==> config.mk <==
export PLATFORM = sky130hd
export DESIGN_NAME = mavlink_v2_frame_decoder_unit
export DESIGN_NICKNAME = d
export VERILOG_FILES = /design/src/design/mvd_pkg.sv /design/src/design/mvd_capture_ram.sv /design/src/design/mvd_byte_parser.sv /design/src/design/mvd_isqrt.sv /design/src/design/mavlink_v2_frame_decoder_unit.sv
export SDC_FILE = /design/constraint.sdc
export NUM_CORES = 2
export LEC_CHECK = 0
export CAP_MARGIN = 20
export CORE_MARGIN = 2
export CORE_UTILIZATION = 25
export DETAILED_ROUTE_END_ITERATION = 16
export DONT_BUFFER_PORTS = 1
export GPL_ROUTABILITY_DRIVEN = 0
export HOLD_SLACK_MARGIN = 0.06
export PLACE_DENSITY = 0.5
export SYNTH_ARGS = -nofsm -noshare
export SYNTH_HDL_FRONTEND = slang
export SYNTH_SLANG_ARGS = --single-unit
==> constraint.sdc <==
create_clock -name i_clk -period 13.6 [get_ports i_clk]
set_input_delay 0.68 -clock i_clk [delete_from_list [all_inputs] [get_ports i_clk]]
set_output_delay 0.68 -clock i_clk [all_outputs]
set_load 0.05 [all_outputs]
==> src/design/mvd_pkg.sv <==
`timescale 1ns / 1ps
// ----------------------------------------------------------------------------
// mvd_pkg
// Shared types, constants and helper functions of the MAVLink v2 frame
// decoder: payload words, frame summary, CRC step and message table.
// ----------------------------------------------------------------------------
package mvd_pkg;

    // Payload capture store
    localparam int CAPTURE_BYTES = 32;
    localparam int CAP_AW        = $clog2(CAPTURE_BYTES);

    // Framing constants
    localparam logic [7:0]  START_BYTE    = 8'hFD;
    localparam logic [15:0] CRC_INIT      = 16'hFFFF;
    localparam logic [8:0]  INDEX_MAX     = 9'd511;
    localparam logic [8:0]  PAYLOAD_START = 9'd10;

    // Result status codes, lowest code wins
    localparam logic [2:0] ST_OK        = 3'd0;
    localparam logic [2:0] ST_BAD_START = 3'd1;
    localparam logic [2:0] ST_BAD_TAGS  = 3'd2;
    localparam logic [2:0] ST_LENGTH    = 3'd3;
    localparam logic [2:0] ST_ZERO_ID   = 3'd4;
    localparam logic [2:0] ST_UNKNOWN   = 3'd5;
    localparam logic [2:0] ST_CRC       = 3'd6;
    localparam logic [2:0] ST_SHORT     = 3'd7;

    // Decoded message kinds
    localparam logic [2:0] KIND_HEARTBEAT  = 3'd0;
    localparam logic [2:0] KIND_SYS_STATUS = 3'd1;
    localparam logic [2:0] KIND_ATTITUDE   = 3'd2;
    localparam logic [2:0] KIND_GLOBAL_POS = 3'd3;
    localparam logic [2:0] KIND_TIMESYNC   = 3'd4;

    // Message ids
    localparam logic [23:0] MSG_HEARTBEAT  = 24'd0;
    localparam logic [23:0] MSG_SYS_STATUS = 24'd1;
    localparam logic [23:0] MSG_ATTITUDE   = 24'd30;
    localparam logic [23:0] MSG_GLOBAL_POS = 24'd33;
    localparam logic [23:0] MSG_TIMESYNC   = 24'd111;

    // Input word: one frame byte
    typedef struct packed {
        logic [7:0] frame_byte;
        logic       frame_end;
        logic       tags_valid;
    } t_in_word;

    // Output word: one decoded frame
    typedef struct packed {
        logic [2:0]  status;
        logic [2:0]  kind;
        logic [7:0]  sender_sys;
        logic [7:0]  sender_comp;
        logic        healthy;
        logic        extra_present;
        logic [31:0] word_a;
        logic [31:0] word_b;
        logic [31:0] word_c;
        logic [15:0] ground_speed;
        logic [15:0] heading;
    } t_out_word;

    // Header and CRC summary of a frame, as it stands after its last byte
    typedef struct packed {
        logic        header_error;
        logic        tags_seen;
        logic        too_short;
        logic        len_ok;
        logic [7:0]  sender_sys;
        logic [7:0]  sender_comp;
        logic [23:0] message_id;
        logic [7:0]  payload_length;
        logic [15:0] running_crc;
        logic [15:0] received_crc;
    } t_frame_sum;

    // Per-message table entry
    typedef struct packed {
        logic       known;
        logic [7:0] crc_extra;
        logic [7:0] need;
        logic [2:0] kind;
    } t_msg_info;

    // X.25 CRC, one byte
    function automatic logic [15:0] crc_step(input logic [15:0] crc, input logic [7:0] b);
        logic [7:0] t;
        t = b ^ crc[7:0];
        t = t ^ {t[3:0], 4'b0000};
        return {8'h00, crc[15:8]} ^ {t, 8'h00} ^ {5'b00000, t, 3'b000} ^ {12'h000, t[7:4]};
    endfunction

    // CRC extra byte, minimum payload and kind per message id
    function automatic t_msg_info msg_lookup(input logic [23:0] id);
        t_msg_info info;
        info = '0;
        case (id)
            MSG_HEARTBEAT: begin
                info = '{known: 1'b1, crc_extra: 8'd50, need: 8'd9, kind: KIND_HEARTBEAT};
            end
            MSG_SYS_STATUS: begin
                info = '{known: 1'b1, crc_extra: 8'd124, need: 8'd31, kind: KIND_SYS_STATUS};
            end
            MSG_ATTITUDE: begin
                info = '{known: 1'b1, crc_extra: 8'd39, need: 8'd16, kind: KIND_ATTITUDE};
            end
            MSG_GLOBAL_POS: begin
                info = '{known: 1'b1, crc_extra: 8'd104, need: 8'd28, kind: KIND_GLOBAL_POS};
            end
            MSG_TIMESYNC: begin
                info = '{known: 1'b1, crc_extra: 8'd34, need: 8'd16, kind: KIND_TIMESYNC};
            end
            default: begin
                info = '0;
            end
        endcase
        return info;
    endfunction

endpackage

==> src/design/mvd_capture_ram.sv <==
`timescale 1ns / 1ps
// ----------------------------------------------------------------------------
// mvd_capture_ram
// Payload capture store: one write port, one read port, registered read data.
// ----------------------------------------------------------------------------
module mvd_capture_ram (
    input  logic                      i_clk,
    input  logic                      i_wr_en,
    input  logic [mvd_pkg::CAP_AW-1:0] i_wr_addr,
    input  logic [7:0]                i_wr_data,
    input  logic                      i_rd_en,
    input  logic [mvd_pkg::CAP_AW-1:0] i_rd_addr,
    output logic [7:0]                o_rd_data
);
    import mvd_pkg::*;

    logic [7:0] r_mem [CAPTURE_BYTES];

    // Write port
    always_ff @(posedge i_clk) begin
        if (i_wr_en) begin
            r_mem[i_wr_addr] <= i_wr_data;
        end
    end

    // Read port, registered
    always_ff @(posedge i_clk) begin
        if (i_rd_en) begin
            o_rd_data <= r_mem[i_rd_addr];
        end
    end

endmodule

==> src/design/mvd_byte_parser.sv <==
`timescale 1ns / 1ps
// ----------------------------------------------------------------------------
// mvd_byte_parser
// Per-byte frame tracking: header fields, running CRC, received CRC and the
// write of payload bytes into the capture store.
// ----------------------------------------------------------------------------
module mvd_byte_parser (
    input  logic                       i_clk,
    input  logic                       i_rst_n,
    input  logic                       i_take,
    input  mvd_pkg::t_in_word          i_word,
    output mvd_pkg::t_frame_sum        o_sum,
    output logic                       o_cap_wr_en,
    output logic [mvd_pkg::CAP_AW-1:0] o_cap_wr_addr,
    output logic [7:0]                 o_cap_wr_data
);
    import mvd_pkg::*;

    logic [8:0]  r_index;
    logic [7:0]  r_plen;
    logic [15:0] r_crc;
    logic [15:0] r_rcrc;
    logic [7:0]  r_sys;
    logic [7:0]  r_comp;
    logic [23:0] r_msgid;
    logic        r_herr;
    logic        r_tags;

    logic [7:0]  n_plen;
    logic [15:0] n_crc;
    logic [15:0] n_rcrc;
    logic [7:0]  n_sys;
    logic [7:0]  n_comp;
    logic [23:0] n_msgid;
    logic        n_herr;
    logic        n_tags;
    logic        cap_hit;
    logic [8:0]  cap_off;
    logic [9:0]  crc_last;
    logic [9:0]  index_w;
    logic [7:0]  b;

    assign b       = i_word.frame_byte;
    assign index_w = {1'b0, r_index};
    assign cap_off = r_index - PAYLOAD_START;

    // Next frame state for the byte on the input
    always_comb begin
        n_plen   = r_plen;
        n_crc    = r_crc;
        n_rcrc   = r_rcrc;
        n_sys    = r_sys;
        n_comp   = r_comp;
        n_msgid  = r_msgid;
        n_herr   = r_herr;
        n_tags   = r_tags;
        cap_hit  = 1'b0;
        crc_last = '0;
        if (r_index == '0) begin
            n_tags = i_word.tags_valid;
            n_herr = (b != START_BYTE);
            n_crc  = CRC_INIT;
        end else begin
            case (r_index)
                9'd1:    n_plen = b;
                9'd5:    n_sys  = b;
                9'd6:    n_comp = b;
                9'd7:    n_msgid = {16'h0000, b};
                9'd8:    n_msgid[15:8] = b;
                9'd9:    n_msgid[23:16] = b;
                default: ;
            endcase
            // CRC covers bytes 1 up to the end of the payload
            crc_last = 10'd9 + {2'b00, n_plen};
            if (index_w <= crc_last) begin
                n_crc   = crc_step(r_crc, b);
                cap_hit = (r_index >= PAYLOAD_START) && (cap_off < 9'(CAPTURE_BYTES));
            end else if (index_w == crc_last + 10'd1) begin
                n_rcrc = {8'h00, b};
            end else if (index_w == crc_last + 10'd2) begin
                n_rcrc = r_rcrc | {b, 8'h00};
            end
        end
    end

    // Summary as it stands once this byte is taken
    always_comb begin
        o_sum.header_error   = n_herr;
        o_sum.tags_seen      = n_tags;
        o_sum.too_short      = (r_index < 9'd11);
        o_sum.len_ok         = (index_w == 10'd11 + {2'b00, n_plen});
        o_sum.sender_sys     = n_sys;
        o_sum.sender_comp    = n_comp;
        o_sum.message_id     = n_msgid;
        o_sum.payload_length = n_plen;
        o_sum.running_crc    = n_crc;
        o_sum.received_crc   = n_rcrc;
    end

    assign o_cap_wr_en   = i_take && cap_hit;
    assign o_cap_wr_addr = cap_off[CAP_AW-1:0];
    assign o_cap_wr_data = b;

    // Frame state; cleared on reset and after the last byte
    always_ff @(posedge i_clk) begin
        if (!i_rst_n || (i_take && i_word.frame_end)) begin
            r_index <= '0;
            r_plen  <= '0;
            r_crc   <= CRC_INIT;
            r_rcrc  <= '0;
            r_sys   <= '0;
            r_comp  <= '0;
            r_msgid <= '0;
            r_herr  <= 1'b0;
            r_tags  <= 1'b0;
        end else if (i_take) begin
            r_plen  <= n_plen;
            r_crc   <= n_crc;
            r_rcrc  <= n_rcrc;
            r_sys   <= n_sys;
            r_comp  <= n_comp;
            r_msgid <= n_msgid;
            r_herr  <= n_herr;
            r_tags  <= n_tags;
            if (r_index != INDEX_MAX) begin
                r_index <= r_index + 9'd1;
            end
        end
    end

endmodule

==> src/design/mvd_isqrt.sv <==
`timescale 1ns / 1ps
// ----------------------------------------------------------------------------
// mvd_isqrt
// Integer square root of a 32-bit value, two radicand bits per cycle.
// o_done is registered and pulses in the cycle after the last step.
// ----------------------------------------------------------------------------
module mvd_isqrt (
    input  logic        i_clk,
    input  logic        i_rst_n,
    input  logic        i_start,
    input  logic [31:0] i_value,
    output logic        o_done,
    output logic [15:0] o_root
);
    import mvd_pkg::*;

    logic        r_busy;
    logic        r_done;
    logic [3:0]  r_cnt;
    logic [31:0] r_v;
    logic [31:0] r_res;

    logic [31:0] bit_w;
    logic [31:0] trial;
    logic [32:0] diff;

    // One restoring step: trial = res + bit
    assign bit_w = 32'h0000_0001 << {4'd15 - r_cnt, 1'b0};
    assign trial = r_res + bit_w;
    assign diff  = {1'b0, r_v} - {1'b0, trial};

    always_ff @(posedge i_clk) begin
        if (!i_rst_n) begin
            r_busy <= 1'b0;
            r_done <= 1'b0;
            r_cnt  <= '0;
        end else begin
            r_done <= 1'b0;
            if (i_start) begin
                r_busy <= 1'b1;
                r_cnt  <= '0;
                r_v    <= i_value;
                r_res  <= '0;
            end else if (r_busy) begin
                if (!diff[32]) begin
                    r_v   <= diff[31:0];
                    r_res <= (r_res >> 1) + bit_w;
                end else begin
                    r_res <= r_res >> 1;
                end
                r_cnt <= r_cnt + 4'd1;
                if (r_cnt == 4'd15) begin
                    r_busy <= 1'b0;
                    r_done <= 1'b1;
                end
            end
        end
    end

    assign o_done = r_done;
    assign o_root = r_res[15:0];

endmodule

==> src/design/mavlink_v2_frame_decoder_unit.sv <==
`timescale 1ns / 1ps
// ----------------------------------------------------------------------------
// mavlink_v2_frame_decoder_unit
// MAVLink v2 frame decoder: header and CRC checks, payload decode of five
// message types, ground speed by integer square root.
// ----------------------------------------------------------------------------
// Input channel: one frame byte per word, frame_end on the last byte,
// tags_valid sampled on the first byte. Bytes are taken one per cycle while
// a frame is being received.
// Output channel: one result word per frame, after the frame_end byte.
// After frame_end the input stalls while the result is built: S_CHECK runs
// the checks, then S_READ reads the capture memory one byte per cycle on its
// single read port, then S_OUT loads the result. A global position frame adds
// S_ABS and S_MULX (absolute value and squaring) and S_MULY, then waits in
// S_SQRT for the square root unit. A frame that fails a check skips the reads.
// The result sits in an output register; the next frame's bytes are taken
// while it waits for the receiver. A new result waits in the finish stage
// until that register is free.
// Reset clears the frame state and the output valid; the capture memory
// keeps its contents and needs no clearing.
// ----------------------------------------------------------------------------
module mavlink_v2_frame_decoder_unit (
    input  logic               i_clk,
    input  logic               i_rst_n,
    input  logic               i_in_valid,
    output logic               o_in_ready,
    input  mvd_pkg::t_in_word  i_in_word,
    output logic               o_out_valid,
    input  logic               i_out_ready,
    output mvd_pkg::t_out_word o_out_word
);
    import mvd_pkg::*;

    localparam int         STEP_W    = 5;
    localparam logic [4:0] LAST_STEP = 5'd20;

    // Capture offsets read outside the word and velocity runs
    localparam logic [7:0] OFF_BASE_MODE = 8'd6;
    localparam logic [7:0] OFF_HB_STATE  = 8'd7;
    localparam logic [7:0] OFF_BATTERY   = 8'd30;

    typedef enum logic [2:0] {
        S_RECV,
        S_CHECK,
        S_READ,
        S_ABS,
        S_MULX,
        S_MULY,
        S_SQRT,
        S_OUT
    } t_state;

    // Capture offset for each read step
    function automatic logic [CAP_AW-1:0] read_offset(input logic [STEP_W-1:0] step);
        logic [7:0] off;
        if (step < 5'd12) begin
            off = 8'd4 + 8'(step);
        end else if (step < 5'd16) begin
            off = 8'(step) + 8'd8;
        end else if (step < 5'd18) begin
            off = 8'(step) + 8'd10;
        end else if (step == 5'd18) begin
            off = OFF_BASE_MODE;
        end else if (step == 5'd19) begin
            off = OFF_HB_STATE;
        end else begin
            off = OFF_BATTERY;
        end
        return CAP_AW'(off);
    endfunction

    t_state              r_state;
    t_state              n_state;
    t_frame_sum          r_sum;
    logic [2:0]          r_status;
    logic [2:0]          r_kind;
    logic [STEP_W-1:0]   r_step;
    logic [STEP_W-1:0]   r_rd_step;
    logic                r_rd_valid;
    logic [95:0]         r_wabc;
    logic [31:0]         r_vel;
    logic [15:0]         r_hd;
    logic [7:0]          r_base;
    logic [7:0]          r_hb_state;
    logic [7:0]          r_bat;
    logic [15:0]         r_ax;
    logic [15:0]         r_ay;
    logic [31:0]         r_sqx;
    logic [31:0]         r_sqy;
    logic [15:0]         r_root;
    logic                r_out_valid;
    t_out_word           r_out_word;

    t_frame_sum          sum_next;
    t_msg_info           info;
    logic [2:0]          status_next;
    logic                take;
    logic                cap_wr_en;
    logic [CAP_AW-1:0]   cap_wr_addr;
    logic [7:0]          cap_wr_data;
    logic                rd_en;
    logic [7:0]          rd_data;
    logic                sqrt_start;
    logic                sqrt_done;
    logic [15:0]         sqrt_root;
    logic                out_load;
    t_out_word           out_next;

    assign o_in_ready = (r_state == S_RECV);
    assign take       = i_in_valid && o_in_ready;

    mvd_byte_parser u_parser (
        .i_clk         (i_clk),
        .i_rst_n       (i_rst_n),
        .i_take        (take),
        .i_word        (i_in_word),
        .o_sum         (sum_next),
        .o_cap_wr_en   (cap_wr_en),
        .o_cap_wr_addr (cap_wr_addr),
        .o_cap_wr_data (cap_wr_data)
    );

    // Writes happen only in S_RECV and reads only after it: no overlap
    mvd_capture_ram u_capture (
        .i_clk     (i_clk),
        .i_wr_en   (cap_wr_en),
        .i_wr_addr (cap_wr_addr),
        .i_wr_data (cap_wr_data),
        .i_rd_en   (rd_en),
        .i_rd_addr (read_offset(r_step)),
        .o_rd_data (rd_data)
    );

    assign sqrt_start = (r_state == S_MULY);

    mvd_isqrt u_isqrt (
        .i_clk   (i_clk),
        .i_rst_n (i_rst_n),
        .i_start (sqrt_start),
        .i_value (r_sqx + r_sqy),
        .o_done  (sqrt_done),
        .o_root  (sqrt_root)
    );

    // Frame checks, lowest code first
    always_comb begin
        info = msg_lookup(r_sum.message_id);
        if (r_sum.too_short || r_sum.header_error) begin
            status_next = ST_BAD_START;
        end else if (!r_sum.tags_seen) begin
            status_next = ST_BAD_TAGS;
        end else if (!r_sum.len_ok) begin
            status_next = ST_LENGTH;
        end else if (r_sum.sender_sys == '0 || r_sum.sender_comp == '0) begin
            status_next = ST_ZERO_ID;
        end else if (!info.known) begin
            status_next = ST_UNKNOWN;
        end else if (crc_step(r_sum.running_crc, info.crc_extra) != r_sum.received_crc) begin
            status_next = ST_CRC;
        end else if (r_sum.payload_length < info.need) begin
            status_next = ST_SHORT;
        end else begin
            status_next = ST_OK;
        end
    end

    assign rd_en    = (r_state == S_READ) && (r_step <= LAST_STEP);
    assign out_load = (r_state == S_OUT) && (!r_out_valid || i_out_ready);

    // Sequencer next state
    always_comb begin
        n_state = r_state;
        case (r_state)
            S_RECV: begin
                if (take && i_in_word.frame_end) begin
                    n_state = S_CHECK;
                end
            end
            S_CHECK: begin
                n_state = (status_next == ST_OK) ? S_READ : S_OUT;
            end
            S_READ: begin
                if (r_rd_valid && r_rd_step == LAST_STEP) begin
                    n_state = (r_kind == KIND_GLOBAL_POS) ? S_ABS : S_OUT;
                end
            end
            S_ABS:   n_state = S_MULX;
            S_MULX:  n_state = S_MULY;
            S_MULY:  n_state = S_SQRT;
            S_SQRT: begin
                if (sqrt_done) begin
                    n_state = S_OUT;
                end
            end
            S_OUT: begin
                if (out_load) begin
                    n_state = S_RECV;
                end
            end
            default: n_state = S_RECV;
        endcase
    end

    // Result word; fields without meaning stay zero
    always_comb begin
        out_next        = '0;
        out_next.status = r_status;
        if (r_status == ST_OK) begin
            out_next.kind        = r_kind;
            out_next.sender_sys  = r_sum.sender_sys;
            out_next.sender_comp = r_sum.sender_comp;
            case (r_kind)
                KIND_HEARTBEAT: begin
                    out_next.healthy = (r_hb_state != '0);
                    out_next.word_a  = {24'h000000, r_base};
                end
                KIND_SYS_STATUS: begin
                    out_next.healthy = 1'b1;
                    if (!r_bat[7]) begin
                        out_next.extra_present = 1'b1;
                        out_next.word_a        = {24'h000000, r_bat};
                    end
                end
                KIND_ATTITUDE: begin
                    out_next.word_a = r_wabc[31:0];
                    out_next.word_b = r_wabc[63:32];
                    out_next.word_c = r_wabc[95:64];
                end
                KIND_GLOBAL_POS: begin
                    out_next.word_a       = r_wabc[31:0];
                    out_next.word_b       = r_wabc[63:32];
                    out_next.word_c       = r_wabc[95:64];
                    out_next.ground_speed = r_root;
                    if (r_hd != 16'hFFFF) begin
                        out_next.extra_present = 1'b1;
                        out_next.heading       = r_hd;
                    end
                end
                default: ;
            endcase
        end
    end

    // State, datapath and output register
    always_ff @(posedge i_clk) begin
        if (!i_rst_n) begin
            r_state     <= S_RECV;
            r_rd_valid  <= 1'b0;
            r_out_valid <= 1'b0;
            r_step      <= '0;
        end else begin
            r_state    <= n_state;
            r_rd_valid <= rd_en;
            r_rd_step  <= r_step;

            if (take && i_in_word.frame_end) begin
                r_sum <= sum_next;
            end

            if (r_state == S_CHECK) begin
                r_status <= status_next;
                r_kind   <= info.kind;
                r_step   <= '0;
            end else if (rd_en) begin
                r_step <= r_step + 5'd1;
            end

            // Place each returned capture byte
            if (r_rd_valid) begin
                if (r_rd_step < 5'd12) begin
                    r_wabc[{r_rd_step[3:0], 3'b000} +: 8] <= rd_data;
                end else if (r_rd_step < 5'd16) begin
                    r_vel[{r_rd_step[1:0], 3'b000} +: 8] <= rd_data;
                end else if (r_rd_step < 5'd18) begin
                    r_hd[{r_rd_step[0], 3'b000} +: 8] <= rd_data;
                end else if (r_rd_step == 5'd18) begin
                    r_base <= rd_data;
                end else if (r_rd_step == 5'd19) begin
                    r_hb_state <= rd_data;
                end else begin
                    r_bat <= rd_data;
                end
            end

            // Ground speed operands; both squares ready when the root starts
            if (r_state == S_ABS) begin
                r_ax <= r_vel[15] ? 16'(17'h10000 - {1'b0, r_vel[15:0]}) : r_vel[15:0];
                r_ay <= r_vel[31] ? 16'(17'h10000 - {1'b0, r_vel[31:16]}) : r_vel[31:16];
            end
            if (r_state == S_MULX) begin
                r_sqx <= {16'h0000, r_ax} * {16'h0000, r_ax};
                r_sqy <= {16'h0000, r_ay} * {16'h0000, r_ay};
            end
            if (r_state == S_SQRT && sqrt_done) begin
                r_root <= sqrt_root;
            end

            // Output register
            if (out_load) begin
                r_out_valid <= 1'b1;
                r_out_word  <= out_next;
            end else if (r_out_valid && i_out_ready) begin
                r_out_valid <= 1'b0;
            end
        end
    end

    assign o_out_valid = r_out_valid;
    assign o_out_word  = r_out_word;

endmodule

==> flow_metrics.py <==
metrics = {
    "synth": {
        "async_flop_share_pct": 0,
        "mappedNetlistArea_um2": 58600,
        "synth_ff_type": "edfxtp_1",
        "synth-edff-count": 853,
        "syn_area_per_cell_um2": 11.1,
        "yosysWarnings": 0,
        "synth_fp_nets": 5956,
        "synth.yosys.seq_area_share_pct": 47.4,
        "syn_inst": 5275,
        "ys_types": 96,
        "ys_seq_elements": 960,
    },
    "cts": {
        "cts_made_buffers": 108,
        "clkLatencyLatePin_ns": 0.78,
        "cts_resized": 0,
        "postCtsSetupBuffers": 0,
        "cts_root_buf": "clkbuf_16",
        "clkSinkCount": 960,
        "cts_tree": "done",
        "cts_hold_buf": 10,
        "clk_path_buf_depth": 3,
        "h-tree-depth": 3,
        "clk_pin_slew_worst_paths_ns": 0.06,
    },
    "worst_setup_path": {
        "critPathMaxStageDelay_ns": 0.67,
        "setup.worst_path.end": "u_capture.r_mem[0][0]",
        "r2r_end": "u_capture.r_mem[0][0]",
        "worstReg2RegStart": "u_parser.r_index[1]",
        "crit_arrival_ns": 7.69,
        "crit_slowest_cell": "nor2_1",
        "path_max_fanout": 25,
        "reg2reg_depth": 20,
        "worstSetupStartpointType": "flip-flop",
        "rrSetupSlack_ns": 6.26,
        "worstPathCellList": "inv_1, ha_1, or4b_1, nor2_2, mux2i_1, inv_1, ha_1, a21oi_1, xnor2_1, mux2_2, inv_1, ha_1, a21o_1, a211oi_1, o21ai_0, o31a_1, buf_4, nor3_1, nand2_1, nor2_1",
        "setup.worst_path.start": "u_parser.r_index[1]",
        "setup.worst_path.end_class": "flip-flop",
        "path_class": "flip-flop to flip-flop",
        "crit_required_ns": 13.96,
    },
    "sta": {
        "worst_slew_pin_slew_ns": 1.01,
        "fin_ws_ns": 6.26,
        "rsz0062_at_grt": "false",
        "fin_crit_sh_pct": 54.0,
        "tns_ns": 0,
        "fmax_ghz": 0.136,
        "slew_viol_final": 0,
        "clock_skew_ns": 0.0780,
        "min_period_ns": 7.34,
        "hold_violations": 0,
        "relSlewSlack_pct": 32.1,
        "setup_viol": 0,
        "whs_ns": 0.117,
    },
    "final_layout": {
        "layout.nets": 5894,
        "syn_to_final_growth_pct": 12.5,
        "layout_commonest_cell": "edfxtp_1",
        "fillCellCount": 24000,
        "final_cells": 8442,
        "multi_input_area_um2": 28200,
        "layout-drive-gt1-share_pct": 5.76,
        "register_area_um2": 27800,
        "layout_common_cells": "edfxtp_1, nand2_1, inv_1",
        "stdcell_area_um2": 65900,
        "postLayoutCoreUtil_pct": 28.3,
    },
    "global_routing": {
        "grt_overflow": 0,
        "grt_antenna_before_repair": 5,
        "grt_pass1_wl_mm": 232,
        "grt_pass1_vias": 38600,
        "grt_usage_pct": 12.6,
        "grt_max_degree": 105,
    },
    "floorplan": {
        "start_util_pct": 25.2,
        "fp.dieH_um": 488,
        "fp-row-count": 177,
        "dieWidth_um": 488,
        "pin_count": 168,
        "coreArea_um2": 233000,
        "dieArea_um2": 238000,
    },
    "detailed_routing": {
        "drc": 0,
        "drt_iter0_markers": 2322,
        "routed_wl_mm": 152,
        "postRouteAntennaNets": 0,
        "viasPerCell": 4.45,
        "first_pass_iters": 5,
        "wl_per_cell_um": 18.0,
        "dr_total_vias": 37600,
    },
    "power_and_ir_drop": {
        "peakVddDrop_mv": 0.176,
        "switching_power_mw": 4.46,
        "total_power_mw": 11.8,
        "combinationalPowerShare_pct": 42.7,
        "power.leakage_nw": 25.7,
        "p_int_mw": 7.36,
        "power_frac_clock_pct": 25.3,
        "seqPwrFrac_pct": 32.0,
        "p_sw_share_pct": 37.7,
        "power_density_nw_per_um2": 179,
    },
    "job": {
        "maxCapViolCount": 0,
    },
    "placed_design": {
        "post_dp_cell_area_um2": 62100,
        "place_hpwl_mm": 109,
        "placed_cells": 8220,
        "port_buffers": 0,
        "dp_slack_ns": 6.31,
    },
    "outcome": {
        "status": "finished clean",
    },
    "worst_hold_path": {
        "hp-class": "input pin to flip-flop",
    },
}
-- synth_stat cells, types with 14 or more instances --
library cell	number	area, um^2
inv_1	518	1940
nor2_1	360	1350
a211oi_1	135	1010
or2_2	15	93.8
edfxtp_1	853	25600
nand4_1	24	150
mux2_2	34	383
xnor2_1	172	1510
a31oi_1	76	475
a311oi_1	37	324
o21bai_1	19	143
nand2b_1	25	156
o21a_1	20	150
dfxtp_1	107	2140
nor4_1	25	156
nor2b_1	37	231
o211ai_1	19	143
and2_0	17	106
a22o_1	18	158
nor3_1	53	265
and2_1	343	2150
and3_1	57	357
nand3_1	77	385
clkbuf_1	205	769
a21oi_1	217	1090
nand2_1	598	2240
fa_1	330	6610
a21o_1	61	458
ha_1	337	4220
xor2_1	128	1120
o31ai_1	14	105
o21ai_0	119	596
or3_1	28	175
mux2i_1	37	370
-- metal layers --
metal	part of all wire, %	routed length (um)	up-vias	global-route usage (%)
li1	-	-	18100	-
met1	41	62900	18400	15.2
met2	50	75800	753	22.2
met3	5.2	7830	239	2.43
met4	3.5	5380	2	4.58
met5	0.0086	13	-	0
-- registers in the layout, indices dropped and copies added, names as in the netlist, 9 cells and up --
name	cells
r_root	16
r_wabc	96
r_vel	32
u_isqrt.r_v	32
r_hd	16
u_parser.r_crc	16
u_parser.r_msgid	24
r_sqy	31
u_parser.r_index	9
r_ax	16
u_parser.r_rcrc	16
u_capture.r_mem	256
o_out_word	152
r_sqx	31
r_ay	16
r_sum	84
u_isqrt.r_res	32
-- kinds of logic (layout without fill, tap and decap cells) --
family | Yosys count | after routing | share of synthesized area, %
xor+xnor | 305 | 305 | 4.66
other cells | 0 | 2 | 0
fa+ha+maj | 667 | 667 | 18.5
buf+inv | 743 | 776 | 4.80
flops | 960 | 960 | 47.4
compound gates | 824 | 824 | 9.37
simple gates | 1702 | 1702 | 14.0
mux | 74 | 74 | 1.36
-- power groups by stage --
| stage | Combinational [mW] | Clock (mW) | Sequential, mW |
|---|---|---|---|
| after CTS | 5.14 | 3.08 | 3.79 |
| after global placement | 5.05 | 0 | 3.85 |
| after global routing | 5.75 | 3.18 | 3.80 |
| after floorplan | 3.78 | 0 | 3.74 |
| final | 5.05 | 2.99 | 3.78 |
| after detailed placement | 5.08 | 0 | 3.85 |
-- cell type report --
| type | count | area share (%) |
|---|---|---|
| Antenna cell | 2 | 0.00759 |
| Multi-Input combinational cell | 3572 | 42.7 |
| Tap cell | 3132 | 5.94 |
| Inverter | 519 | 2.96 |
| Sequential cell | 960 | 42.1 |
| Timing Repair Buffer | 52 | 0.740 |
| Clock buffer | 137 | 4.30 |
| Clock inverter | 68 | 1.22 |
-- how the worst min path moves through the flow --
| stage | end | slack [ns] | startpoint | cells after the start |
|---|---|---|---|---|
| CTS | u_parser.r_rcrc[5] | 0.07 | i_in_word[7] | 2 |
| detailed placement | u_parser.r_msgid[3] | 0.44 | u_parser.r_msgid[3] | 2 |
| finish | u_parser.r_rcrc[5] | 0.12 | i_in_word[7] | 2 |
| global placement | u_parser.r_comp[2] | 0.44 | u_parser.r_comp[2] | 2 |
| floorplan | o_out_word[151] | 0.43 | r_status[2] | 0 |
| global route | u_parser.r_rcrc[5] | 0.10 | i_in_word[7] | 2 |
-- critical path: cells and delay by family (launching register included) --
family,cells,cell delay (ns)
xor gates and xnor gates,1,0.10
AOI/OAI and AO/OA,5,1.08
adders and majority gates,3,0.91
buffers and inverters,4,0.70
and+or+nand+nor,5,2.78
muxes,2,0.86
DFF,1,0.46
Note: power is estimated with default switching activity, not from simulation.
